## src/rtl/setq_pkg.sv

```systemverilog
// Package for the sorted expiry timer queue: entry and command types,
// operation codes, status codes and field widths. No dependencies.
`default_nettype none

package setq_pkg;

    localparam int FUNC_W   = 2;
    localparam int ID_W     = 8;
    localparam int TIME_W   = 32;
    localparam int PAY_W    = 32;
    localparam int STATUS_W = 3;

    // Most timers a single tick may pop.
    localparam int RESULT_LIMIT = 16;
    localparam int CNT_W        = $clog2(RESULT_LIMIT);

    // Request operations.
    localparam logic [FUNC_W-1:0] FUNC_INSERT = 2'd0;
    localparam logic [FUNC_W-1:0] FUNC_ADJUST = 2'd1;
    localparam logic [FUNC_W-1:0] FUNC_DELETE = 2'd2;
    localparam logic [FUNC_W-1:0] FUNC_TICK   = 2'd3;

    // Response status codes.
    localparam logic [STATUS_W-1:0] ST_DONE     = 3'd0;
    localparam logic [STATUS_W-1:0] ST_EXPIRED  = 3'd1;
    localparam logic [STATUS_W-1:0] ST_NONE     = 3'd2;
    localparam logic [STATUS_W-1:0] ST_FULL     = 3'd3;
    localparam logic [STATUS_W-1:0] ST_NOTFOUND = 3'd4;
    localparam logic [STATUS_W-1:0] ST_DUP      = 3'd5;

    // Commands broadcast to the row of cells.
    localparam logic [1:0] CMD_HOLD   = 2'd0;
    localparam logic [1:0] CMD_INSERT = 2'd1;
    localparam logic [1:0] CMD_REMOVE = 2'd2;
    localparam logic [1:0] CMD_POP    = 2'd3;

    typedef struct packed {
        logic              valid;
        logic [TIME_W-1:0] expire;
        logic [ID_W-1:0]   id;
        logic [PAY_W-1:0]  payload;
    } entry_t;

    typedef struct packed {
        logic [1:0]        op;
        logic [TIME_W-1:0] expire;
        logic [ID_W-1:0]   id;
        logic [PAY_W-1:0]  payload;
    } cmd_t;

endpackage

`default_nettype wire

```

## src/rtl/setq_req_if.sv

```systemverilog
// Request channel of the timer queue: valid/ready handshake and operation fields.
// Depends on setq_pkg for the field widths.
`default_nettype none

interface setq_req_if import setq_pkg::*; ();
    logic              valid;
    logic              ready;
    logic [FUNC_W-1:0] func;
    logic [ID_W-1:0]   timer_id;
    logic [TIME_W-1:0] expire_time;
    logic [PAY_W-1:0]  payload;
    logic [TIME_W-1:0] now_time;

    modport source (output valid, func, timer_id, expire_time, payload, now_time,
                    input ready);
    modport sink   (input valid, func, timer_id, expire_time, payload, now_time,
                    output ready);
endinterface

`default_nettype wire

```

## src/rtl/setq_rsp_if.sv

```systemverilog
// Response channel of the timer queue: valid/ready handshake and result fields.
// Depends on setq_pkg for the field widths.
`default_nettype none

interface setq_rsp_if import setq_pkg::*; ();
    logic                valid;
    logic                ready;
    logic [STATUS_W-1:0] status;
    logic [ID_W-1:0]     out_timer_id;
    logic [PAY_W-1:0]    out_payload;
    logic [TIME_W-1:0]   out_expire;
    logic                last;

    modport source (output valid, status, out_timer_id, out_payload, out_expire, last,
                    input ready);
    modport sink   (input valid, status, out_timer_id, out_payload, out_expire, last,
                    output ready);
endinterface

`default_nettype wire

```

## src/rtl/setq_cell.sv

```systemverilog
// One slot of the sorted timer row. Holds one entry and trades it with its
// neighbors under the broadcast command. Depends on setq_pkg.
`default_nettype none

module setq_cell import setq_pkg::*;
(
    input  wire logic   clk,
    input  wire logic   rst_n,
    input  wire cmd_t   cmd,
    input  wire entry_t left,
    input  wire logic   left_le,
    input  wire logic   found_in,
    input  wire entry_t right,
    output entry_t      cur,
    output logic        le,
    output logic        match,
    output logic        found_out
);

    logic              valid_reg;
    logic              valid_next;
    logic [TIME_W-1:0] expire_reg;
    logic [TIME_W-1:0] expire_next;
    logic [ID_W-1:0]   id_reg;
    logic [ID_W-1:0]   id_next;
    logic [PAY_W-1:0]  payload_reg;
    logic [PAY_W-1:0]  payload_next;

    assign cur = {valid_reg, expire_reg, id_reg, payload_reg};

    // The row stays sorted, so the cells with le set form a prefix.
    assign le        = valid_reg && (expire_reg <= cmd.expire);
    assign match     = valid_reg && (id_reg == cmd.id);
    assign found_out = found_in || match;

    always_comb
    begin
        valid_next   = valid_reg;
        expire_next  = expire_reg;
        id_next      = id_reg;
        payload_next = payload_reg;
        case (cmd.op)
            CMD_INSERT:
            begin
                if (!left_le)
                begin
                    valid_next   = left.valid;
                    expire_next  = left.expire;
                    id_next      = left.id;
                    payload_next = left.payload;
                end
                else if (!le)
                begin
                    // First slot past every entry due no later than the new one.
                    valid_next   = 1'b1;
                    expire_next  = cmd.expire;
                    id_next      = cmd.id;
                    payload_next = cmd.payload;
                end
            end
            CMD_REMOVE, CMD_POP:
            begin
                if (found_out || (cmd.op == CMD_POP))
                begin
                    valid_next   = right.valid;
                    expire_next  = right.expire;
                    id_next      = right.id;
                    payload_next = right.payload;
                end
            end
            default:
            begin
            end
        endcase
    end

    always_ff @(posedge clk or negedge rst_n)
    begin
        if (!rst_n)
        begin
            valid_reg <= 1'b0;
        end
        else
        begin
            valid_reg <= valid_next;
        end
    end

    always_ff @(posedge clk)
    begin
        expire_reg  <= expire_next;
        id_reg      <= id_next;
        payload_reg <= payload_next;
    end

endmodule

`default_nettype wire

```

## src/rtl/sorted_expiry_timer_queue.sv

```systemverilog
// Top level of the sorted expiry timer queue: request control, output register
// and the row of setq_cell slots. Depends on setq_pkg, setq_req_if, setq_rsp_if.
//
//   channel  dir  modport  contents
//   req      in   sink     func, timer_id, expire_time, payload, now_time
//   rsp      out  source   status, out_timer_id, out_payload, out_expire, last
//
// Insert and delete hold off the next request until their response is loaded;
// adjust also through its removal, then re-placement in the row. Each response
// is registered. A tick pops one due timer per cycle from the head of the row,
// up to sixteen, while the response side takes them, or answers none if none is
// due. Reset clears all slot valid bits at once, leaving the queue empty. Until
// taken, a stalled response holds row and sequencer, except adjust re-placement.
`default_nettype none

module sorted_expiry_timer_queue import setq_pkg::*;
#(
    parameter int CAPACITY = 16
)
(
    input wire logic    clk,
    input wire logic    rst_n,
    setq_req_if.sink    req,
    setq_rsp_if.source  rsp
);

    localparam logic [1:0] S_IDLE  = 2'd0;
    localparam logic [1:0] S_EXEC  = 2'd1;
    localparam logic [1:0] S_TICK  = 2'd2;
    localparam logic [1:0] S_REINS = 2'd3;

    logic [1:0]          state_reg;
    logic [1:0]          state_next;
    logic [FUNC_W-1:0]   func_reg;
    logic [ID_W-1:0]     key_id_reg;
    logic [TIME_W-1:0]   key_exp_reg;
    logic [PAY_W-1:0]    key_pay_reg;
    logic [PAY_W-1:0]    key_pay_next;
    logic [CNT_W-1:0]    cnt_reg;
    logic [CNT_W-1:0]    cnt_next;

    logic                out_valid_reg;
    logic [STATUS_W-1:0] status_reg;
    logic [ID_W-1:0]     out_id_reg;
    logic [PAY_W-1:0]    out_pay_reg;
    logic [TIME_W-1:0]   out_exp_reg;
    logic                out_last_reg;

    logic                out_load;
    logic [STATUS_W-1:0] load_status;
    logic [ID_W-1:0]     load_id;
    logic [PAY_W-1:0]    load_pay;
    logic [TIME_W-1:0]   load_exp;
    logic                load_last;
    logic                out_free;
    logic                req_take;

    logic [1:0]          cmd_op;
    cmd_t                cmd;
    entry_t              cell_q [CAPACITY];
    logic [CAPACITY-1:0] le_v;
    logic [CAPACITY-1:0] match_v;
    logic [CAPACITY-1:0] found_v;
    logic [PAY_W-1:0]    sel_pay [CAPACITY];

    logic                any_match;
    logic                full;
    logic                head_due;

    assign cmd = {cmd_op, key_exp_reg, key_id_reg, key_pay_reg};

    genvar gi;
    generate
        for (gi = 0; gi < CAPACITY; gi++)
        begin : g_cell
            entry_t left_e;
            entry_t right_e;
            logic   left_le_w;
            logic   found_in_w;

            if (gi == 0)
            begin : g_head
                assign left_e     = '0;
                assign left_le_w  = 1'b1;
                assign found_in_w = 1'b0;
                assign sel_pay[gi] = match_v[gi] ? cell_q[gi].payload : '0;
            end
            else
            begin : g_body
                assign left_e     = cell_q[gi-1];
                assign left_le_w  = le_v[gi-1];
                assign found_in_w = found_v[gi-1];
                assign sel_pay[gi] = sel_pay[gi-1] |
                                     (match_v[gi] ? cell_q[gi].payload : '0);
            end

            if (gi == CAPACITY - 1)
            begin : g_tail
                assign right_e = '0;
            end
            else
            begin : g_inner
                assign right_e = cell_q[gi+1];
            end

            setq_cell u_cell (
                .clk       (clk),
                .rst_n     (rst_n),
                .cmd       (cmd),
                .left      (left_e),
                .left_le   (left_le_w),
                .found_in  (found_in_w),
                .right     (right_e),
                .cur       (cell_q[gi]),
                .le        (le_v[gi]),
                .match     (match_v[gi]),
                .found_out (found_v[gi])
            );
        end
    endgenerate

    assign any_match = found_v[CAPACITY-1];
    assign full      = cell_q[CAPACITY-1].valid;
    // During a tick the key holds the current time, so le marks due entries.
    assign head_due  = le_v[0];

    assign out_free  = !out_valid_reg || rsp.ready;
    assign req.ready = (state_reg == S_IDLE);
    assign req_take  = req.valid && req.ready;

    always_comb
    begin
        state_next   = state_reg;
        cnt_next     = cnt_reg;
        key_pay_next = key_pay_reg;
        cmd_op       = CMD_HOLD;
        out_load     = 1'b0;
        load_status  = ST_DONE;
        load_id      = key_id_reg;
        load_pay     = '0;
        load_exp     = '0;
        load_last    = 1'b1;
        case (state_reg)
            S_IDLE:
            begin
                if (req_take)
                begin
                    state_next   = (req.func == FUNC_TICK) ? S_TICK : S_EXEC;
                    cnt_next     = '0;
                    key_pay_next = req.payload;
                end
            end
            S_EXEC:
            begin
                if (out_free)
                begin
                    out_load   = 1'b1;
                    state_next = S_IDLE;
                    case (func_reg)
                        FUNC_INSERT:
                        begin
                            if (any_match)
                            begin
                                load_status = ST_DUP;
                            end
                            else if (full)
                            begin
                                load_status = ST_FULL;
                            end
                            else
                            begin
                                cmd_op = CMD_INSERT;
                            end
                        end
                        FUNC_ADJUST:
                        begin
                            if (!any_match)
                            begin
                                load_status = ST_NOTFOUND;
                            end
                            else
                            begin
                                cmd_op       = CMD_REMOVE;
                                key_pay_next = sel_pay[CAPACITY-1];
                                state_next   = S_REINS;
                            end
                        end
                        default:
                        begin
                            if (!any_match)
                            begin
                                load_status = ST_NOTFOUND;
                            end
                            else
                            begin
                                cmd_op = CMD_REMOVE;
                            end
                        end
                    endcase
                end
            end
            S_TICK:
            begin
                if (out_free)
                begin
                    out_load = 1'b1;
                    if (head_due)
                    begin
                        cmd_op      = CMD_POP;
                        load_status = ST_EXPIRED;
                        load_id     = cell_q[0].id;
                        load_pay    = cell_q[0].payload;
                        load_exp    = cell_q[0].expire;
                        load_last   = (cnt_reg == CNT_W'(RESULT_LIMIT - 1)) || !le_v[1];
                        cnt_next    = cnt_reg + 1'b1;
                        if (load_last)
                        begin
                            state_next = S_IDLE;
                        end
                    end
                    else
                    begin
                        load_status = ST_NONE;
                        load_id     = '0;
                        state_next  = S_IDLE;
                    end
                end
            end
            default:
            begin
                // Second half of an adjust: the row now has room for the timer.
                cmd_op     = CMD_INSERT;
                state_next = S_IDLE;
            end
        endcase
    end

    always_ff @(posedge clk or negedge rst_n)
    begin
        if (!rst_n)
        begin
            state_reg     <= S_IDLE;
            cnt_reg       <= '0;
            out_valid_reg <= 1'b0;
        end
        else
        begin
            state_reg <= state_next;
            cnt_reg   <= cnt_next;
            if (out_load)
            begin
                out_valid_reg <= 1'b1;
            end
            else if (rsp.ready)
            begin
                out_valid_reg <= 1'b0;
            end
        end
    end

    always_ff @(posedge clk)
    begin
        key_pay_reg <= key_pay_next;
        if (req_take)
        begin
            func_reg    <= req.func;
            key_id_reg  <= req.timer_id;
            key_exp_reg <= (req.func == FUNC_TICK) ? req.now_time : req.expire_time;
        end
        if (out_load)
        begin
            status_reg   <= load_status;
            out_id_reg   <= load_id;
            out_pay_reg  <= load_pay;
            out_exp_reg  <= load_exp;
            out_last_reg <= load_last;
        end
    end

    assign rsp.valid        = out_valid_reg;
    assign rsp.status       = status_reg;
    assign rsp.out_timer_id = out_id_reg;
    assign rsp.out_payload  = out_pay_reg;
    assign rsp.out_expire   = out_exp_reg;
    assign rsp.last         = out_last_reg;

endmodule

`default_nettype wire
```

## src/flat_wrapper.sv

```systemverilog
// flat-port wrapper written by rule: the top's interface ports become plain ports
module sorted_expiry_timer_queue_flat import setq_pkg::*;
#(
    parameter int CAPACITY = 16
)
  (clk, rst_n, req_valid, req_func, req_timer_id, req_expire_time, req_payload, req_now_time, req_ready, rsp_valid, rsp_status, rsp_out_timer_id, rsp_out_payload, rsp_out_expire, rsp_last, rsp_ready);
  setq_req_if req_i ();
  setq_rsp_if rsp_i ();
  input wire logic clk;
  input wire logic rst_n;
  input wire logic [$bits(req_i.valid)-1:0] req_valid;
  input wire logic [$bits(req_i.func)-1:0] req_func;
  input wire logic [$bits(req_i.timer_id)-1:0] req_timer_id;
  input wire logic [$bits(req_i.expire_time)-1:0] req_expire_time;
  input wire logic [$bits(req_i.payload)-1:0] req_payload;
  input wire logic [$bits(req_i.now_time)-1:0] req_now_time;
  output wire logic [$bits(req_i.ready)-1:0] req_ready;
  output wire logic [$bits(rsp_i.valid)-1:0] rsp_valid;
  output wire logic [$bits(rsp_i.status)-1:0] rsp_status;
  output wire logic [$bits(rsp_i.out_timer_id)-1:0] rsp_out_timer_id;
  output wire logic [$bits(rsp_i.out_payload)-1:0] rsp_out_payload;
  output wire logic [$bits(rsp_i.out_expire)-1:0] rsp_out_expire;
  output wire logic [$bits(rsp_i.last)-1:0] rsp_last;
  input wire logic [$bits(rsp_i.ready)-1:0] rsp_ready;
  assign req_i.valid = req_valid;
  assign req_i.func = req_func;
  assign req_i.timer_id = req_timer_id;
  assign req_i.expire_time = req_expire_time;
  assign req_i.payload = req_payload;
  assign req_i.now_time = req_now_time;
  assign req_ready = req_i.ready;
  assign rsp_valid = rsp_i.valid;
  assign rsp_status = rsp_i.status;
  assign rsp_out_timer_id = rsp_i.out_timer_id;
  assign rsp_out_payload = rsp_i.out_payload;
  assign rsp_out_expire = rsp_i.out_expire;
  assign rsp_last = rsp_i.last;
  assign rsp_i.ready = rsp_ready;
  sorted_expiry_timer_queue #(.CAPACITY(CAPACITY)) u_core (.clk(clk), .rst_n(rst_n), .req(req_i), .rsp(rsp_i));
endmodule
```

## config.mk

```make
export PLATFORM = sky130hd
export DESIGN_NAME = sorted_expiry_timer_queue_flat
export DESIGN_NICKNAME = d
export VERILOG_FILES = /design/src/rtl/setq_pkg.sv /design/src/rtl/setq_req_if.sv /design/src/rtl/setq_rsp_if.sv /design/src/rtl/setq_cell.sv /design/src/rtl/sorted_expiry_timer_queue.sv /design/src/flat_wrapper.sv
export SDC_FILE = /design/constraint.sdc
export NUM_CORES = 2
export LEC_CHECK = 0
export ABC_AREA = 1
export BUFFER_PORTS_ARGS = -buffer_cell sky130_fd_sc_hd__buf_2
export CORE_MARGIN = 1
export CORE_UTILIZATION = 35
export CTS_CLUSTER_SIZE = 40
export DETAILED_ROUTE_END_ITERATION = 10
export GPL_TIMING_DRIVEN = 0
export HOLD_SLACK_MARGIN = 0.05
export PLACE_DENSITY = 0.61
export SLEW_MARGIN = 10
export SYNTH_ARGS = -nofsm -noshare
export SYNTH_HDL_FRONTEND = slang
export SYNTH_SLANG_ARGS = --single-unit
```

## constraint.sdc

```tcl
create_clock -name clk -period 13.1 [get_ports clk]
set_input_delay 1.31 -clock clk [delete_from_list [all_inputs] [get_ports clk]]
set_output_delay 1.31 -clock clk [all_outputs]
set_load 0.1 [all_outputs]
```

* Word-level counts from Yosys, hierarchy flattened *
Cells that the tools add are included.
W data, S select, Z words.

operators by class
  add/subtract/negate cells = 1
  multipliers = 0
  divide/modulo/power cells = 0
  magnitude comparators = 16
  eq/ne operators = 63
  shift operators = 0
  multiplexer cells = 309
  bitwise operators = 15
  reductions and logical operators = 96

operators with widths
  operator              number
  $mux W32              114
  $pmux W32 S2          33
  $le A32 B32 Y1        16
  $or A32 B32 Y32       15
  $mux W8               50
  $pmux W8 S2           16
  $eq A8 B8 Y1          16
  $mux W1               52
  $reduce_and A3 Y1     17
  $ne A3 B3 Y1 const B  15
  $ne A2 B2 Y1 const B  20
  $logic_and A1 B1 Y1   33
  $logic_or A1 B1 Y1    33
  $mux W2               16
  $pmux W1 S2           16
  $mux W3               5
  $mux W4               3
  $pmux W2 S3           2
  $eq A2 B2 Y1 const B  4
  $pmux W4 S2           1
  $reduce_and A4 Y1     2
  $reduce_bool A2 Y1    4
  $eq A2 B1 Y1 const B  3
  $ne A2 B1 Y1 const B  3
  8 further kinds       11

storage, ports and cells
  register bits after elaboration = 1325
  latch bits = 0
  RAM bits = 0
  bits in read-only memories = 0
  input port bits = 110
  output and inout port bits = 78
  logic and storage cells = 576
  memories kept = 0

* Logic depth before layout (Yosys ltp) *
  depth in word-level cells = 25
  gate-level depth with buffers = 27
  gate-level depth less buffers = 24

* Cells and area by module *
A second synthesis with hierarchy kept.

unflattened totals
  cells, all modules = 10169
  area total of the unflattened synthesis = 82519.1 um^2

modules (own cells, without submodules)
  module                                    instances  cells an instance  area an instance (um^2)  sequential area each (um^2)
  setq_cell at u_core.g_cell[0].u_cell ...  11         535                4485.6                   2187.1
  setq_cell at u_core.g_cell[6].u_cell ...  4          534                4486.8                   2187.1
  sorted_expiry_timer_queue                 1          1610               10746.6                  4679.5
  setq_cell at u_core.g_cell[13].u_cell     1          538                4484.3                   2187.1

* Least setup slack after synthesis *
No wires, ideal clock.

  path kind = input-to-reg
  from = input port rsp_ready
  to = register u_core.out_last_reg, in the netlist u_core.rsp.last (enable)
  arrival = 4.547 ns
  required time = 12.590 ns
  setup slack = 8.042 ns
  stages = 2
  path through = nor2_1 nor2_1

between the ends
  word-level cells in the longest chain between the ends = 3

ends and longest elaborated chain
  element                 line                                                                text
  start: declaration      flat_wrapper.sv:24                                                  input wire logic [$bits(rsp_i.ready)-1:0] rsp_ready;
  $logic_or A1 B1 Y1      sorted_expiry_timer_queue.sv:127                                    assign out_free = !out_valid_reg || rsp.ready;
  $mux W1                 sorted_expiry_timer_queue.sv:155, sorted_expiry_timer_queue.sv:204
  $mux W1                 n/a
  net u_core.out_load     sorted_expiry_timer_queue.sv:49                                     logic out_load;
  end signal: assignment  sorted_expiry_timer_queue.sv:276                                    out_last_reg <= load_last;
  end: declaration        sorted_expiry_timer_queue.sv:47                                     logic out_last_reg;

The timed path passes the listed nets, and every way through them passes these cells.
A chain may end at the register's enable or synchronous reset.

* Worst setup path after layout *
  from = register u_core.key_id_reg[1]
  to = register u_core.g_cell[4].u_cell.id_reg[6], data pin

between the ends
  word-level cells in the longest chain between the ends = 24

ends and longest elaborated chain
  element                                 line                                                                                                  text
  start: declaration                      sorted_expiry_timer_queue.sv:35                                                                       logic [ID_W-1:0] key_id_reg;
  start signal: assignment                sorted_expiry_timer_queue.sv:267                                                                      key_id_reg <= req.timer_id;
  $eq A8 B8 Y1                            setq_cell.sv:33                                                                                       assign match = valid_reg && (id_reg == cmd.id);
  $logic_and A1 B1 Y1                     setq_cell.sv:33
  $logic_or A1 B1 Y1 (14 in series)       setq_cell.sv:34                                                                                       assign found_out = found_in || match;
  $logic_or A1 B1 Y1 *                    setq_cell.sv:34
  $mux W2 (on tied branches)              sorted_expiry_timer_queue.sv:162, sorted_expiry_timer_queue.sv:177, sorted_expiry_timer_queue.sv:190
  $mux W2 *                               n/a
  $mux W2 *                               sorted_expiry_timer_queue.sv:155                                                                      if (out_free)
  $pmux W2 S3 *                           sorted_expiry_timer_queue.sv:143                                                                      case (state_reg)
  $eq A2 B2 Y1                            setq_cell.sv:42                                                                                       case (cmd.op)
  $reduce_or A2 Y1                        setq_cell.sv:42
  $pmux W8 S2 *                           setq_cell.sv:42
  net u_core.g_cell[4].u_cell.id_next[6]  setq_cell.sv:25                                                                                       logic [ID_W-1:0] id_next;
  end signal: assignment                  setq_cell.sv:92                                                                                       id_reg <= id_next;
  end: declaration                        setq_cell.sv:24                                                                                       logic [ID_W-1:0] id_reg;

Mark *: on every way through the listed nets, which the timed path passes. The rest lies on a longest branch.

==> implementation parameters <==
Parameter                              Value

STA
  Tcrit/Tclk final    0.660
  Worst Max-Slew Pin Slew    approximately 1.4 ns
  Achievable frequency    around 120 MHz
  Setup TNS    0 ns
  Count of final hold-check violations    0
  Setup-violating endpoint count in the final report    0
  Relative slew slack    0.0380
  Pins over their slew limit    0
  Time the worst path needs with I/O delays and setup    slightly below 9 ns
  Final clock skew    approximately 0.040 ns
  Unrepaired setup endpoints after global routing    no

Drt
  Initial detailed-routing violation count    roughly 10000
  ANT nets after route    0
  DR DRC count    0
  Drt via density    6.11
  Vias after detailed routing    roughly 80000
  Wire per inst    32.7 um
  Routed wire length    425000 um
  DR pass1 iterations    6

Floorplanning
  Initial Utilization    0.352
  Area enclosed by the die boundary    between 0.2 and 0.25 mm2
  Top-level port count    between 150 and 200
  Die Ht    486 um
  Die extent in x    486 um
  Floorplan core area    0.233 mm2
  Placement Rows    177

Synth
  Number of nets in the synthesized netlist    approximately 10000
  Unique cell type count in the Yosys netlist    59
  Cell area after technology mapping    0.0819 mm2
  Synthesized-area fraction occupied by adder cells    0.0792
  Ys flop type    edfxtp_1
  Cell count after synthesis    9445
  Simple-gate share of the synthesized area    0.186
  Most used standard cell by instance count after synthesis    nand2_1
  Yosys warnings    0
  Post-synth ARST share    0.0174
  Area contributors post-synth    edfxtp_1, nand2_1, ha_1
  Dominant combinational cell family by area after synthesis    simple AND/OR/NAND/NOR gates
  Commonest cells post-synth    nand2_1, edfxtp_1, nor2_1
  Sequential fraction of the synthesis area    0.485
  Compound-gate portion of the synthesized area    0.175
  Library cell occupying the most area in the post-synthesis netlist    edfxtp_1
  Flip-flop and latch count after synthesis    between 1000 and 1500
  Mean instance size in the synthesized netlist    8.67 um2
  Share of the synthesized area in the top cell type    0.478
  Post-synthesis xor/xnor area fraction    0.00332
  Share of cell area taken by muxes after synthesis    0
  Number of flops mapped to enable cells by yosys    1302

Clock tree
  Cts hold-fix bufs    0
  Post-CTS clock slew at the launch and capture registers of the worst setup and hold paths    0.06 ns
  TritonCTS clock tree    built
  Latest clock arrival within the worst-skew pair    0.86 ns
  Root Buffer Master    clkbuf_16
  Cts repair resizes    0
  Maximum buffer depth of the clock tree    3
  Number of buffers inserted by post-CTS setup repair    0
  Number of buffers inserted during clock tree synthesis    165
  Number of H-tree branching levels    4
  Number of sinks handled by clock tree synthesis    1325

Layout
  Share of layout cells above drive strength 1    0.0681
  Final std cell area, no fill    between 0.09 and 0.1 mm2
  Layout Area Growth over Synthesis    12.9%
  Final nets    10500

Worst setup path
  Setup crit end kind    flip-flop
  Max FO, Critical Path    10
  Worst endpoint required time    13.64 ns
  Path type of the worst setup path    flip-flop to flip-flop
  Setup crit start kind    flip-flop
  Worst Path Arrival    9.18 ns
  Cell count of the worst reg-to-reg path    17

Placed design
  Global placement routability congestion    approximately 1.1
  Total cell area at the placement stage    0.0873 mm2
  Port Buffers    187
  Sum of net half-perimeters after detailed placement    344000 um

GRT
  Global-route wire length before repair    583000 um
  Overall routing resource usage    0.349
  Number of global-route vias before repair    77500
  Total global routing overflow    0
  Antenna violations before repair    28
  Pin count of the biggest net entering global routing    46

Min path
  Hold/Removal Path Class    input port to async pin

Power
  Power per cell area    317 mW/mm2
  Reported leakage power    37.3 nW
  Max rail drop VDD    198 uV

Status
  Outcome    completed

Run
  Maxcap violations    0
==> routing by layer <==
layer / up-vias / track usage / wire length (um)
li1: 34500 / - / -
met1: 39300 / 0.429 / 163000
met2: 4642 / 0.554 / 192000
met3: 1033 / 0.0542 / 33900
met4: 8 / 0.263 / 36700
met5: - / 0 / 60
==> critical path: stages (launching register included) <==
cell and delay [ns]:
edfxtp_1 0.38, inv_1 0.28, buf_2 0.41, clkbuf_1 1.05, a21oi_1 0.16, o2111ai_1 0.14
nor4_1 0.09, nand2_1 0.45, clkbuf_1 1.10, nand2_1 0.81, ha_1 0.45, nand3_1 0.10
a21oi_2 0.23, inv_2 0.20, buf_2 0.30, clkbuf_1 0.97, clkbuf_1 0.89, a31oi_1 0.23
==> power breakdown <==
part	switching [mW]	internal (mW)	total, mW	leakage, nW
logic	10.8	3.76	14.5	22.4
registers	1.91	8.32	10.2	12.5
clock network	2.06	2.51	4.57	2.46
total	14.7	14.6	29.3	37.3
==> cells by family (layout without fill, tap and decap cells) <==
logic type / count (synthesis) / after routing
fa+ha+maj: 518 / 518
simple gates: 3711 / 3711
flops: 1325 / 1325
other cells: 0 / 10
xor+xnor: 31 / 31
buf+inv: 1492 / 2005
compound gates: 2368 / 2368
==> through the flow <==
stage / power, mW / utilization / hold WS (ns) / cells / setup WS [ns]
floorplan: 18.1 / - / 0.478 / 9445 / 8.04
global placement: 23.8 / 0.372 / 0.502 / 12700 / 3.10
detailed placement: 24.2 / 0.375 / 0.508 / 12700 / 5.01
CTS: 28.8 / 0.397 / 0.487 / 13000 / 5.00
global route: 30.5 / 0.397 / 0.529 / 13000 / 4.80
finish: 29.3 / 0.398 / 0.515 / 13000 / 4.46
==> worst paths after layout <==
kind                                      start                                 end  slack [ns]
setup / recovery           u_core.key_id_reg[1]   u_core.g_cell[4].u_cell.id_reg[6]        4.46
hold / removal                            rst_n                   u_core.cnt_reg[3]        0.51
setup reg to reg           u_core.key_id_reg[1]   u_core.g_cell[4].u_cell.id_reg[6]        4.46
hold reg to reg               u_core.cnt_reg[1]                   u_core.cnt_reg[1]        0.51
max in group asynchronous                 rst_n  u_core.g_cell[10].u_cell.valid_reg       12.07
min in group clk              u_core.cnt_reg[1]                   u_core.cnt_reg[1]        0.52
==> layout make-up <==
class                      instances  area [um2]
antenna                           10        25.0
clock buffer                     213        4360
clock inverter                    84         728
fill                           23900      140000
sequential                      1325       39700
tap                             3043        3810
buffer                           693        2890
timing repair buffer             216        1550
multi-input combinational       6628       36400
inverter                         799        3040
==> cells in the final DEF, fill, tap and decap left out, drive strengths merged, types with 2 or more instances in the layout <==
cell         n
nand2     2168
edfxtp    1302
o21ai      810
inv        806
nor2       796
clkbuf     712
a31oi      565
nand3      549
ha         518
buf        409
o211ai     333
a21oi      275
o22ai      172
nand4       91
clkinv      65
nor3        46
a221oi      46
a2111oi     38
nor4        36
o221ai      36
a211oi      33
dfrtp       23
a41oi       18
xor2        17
o2111ai     14
xnor2       14
o21a        11
diode       10
o21bai       8
bufinv       8
nor3b        6
nand3b       6
nor4b        5
and3         4
clkinvlp     4
or3b         2
a22oi        2
Power figures use the tool's default switching activity.
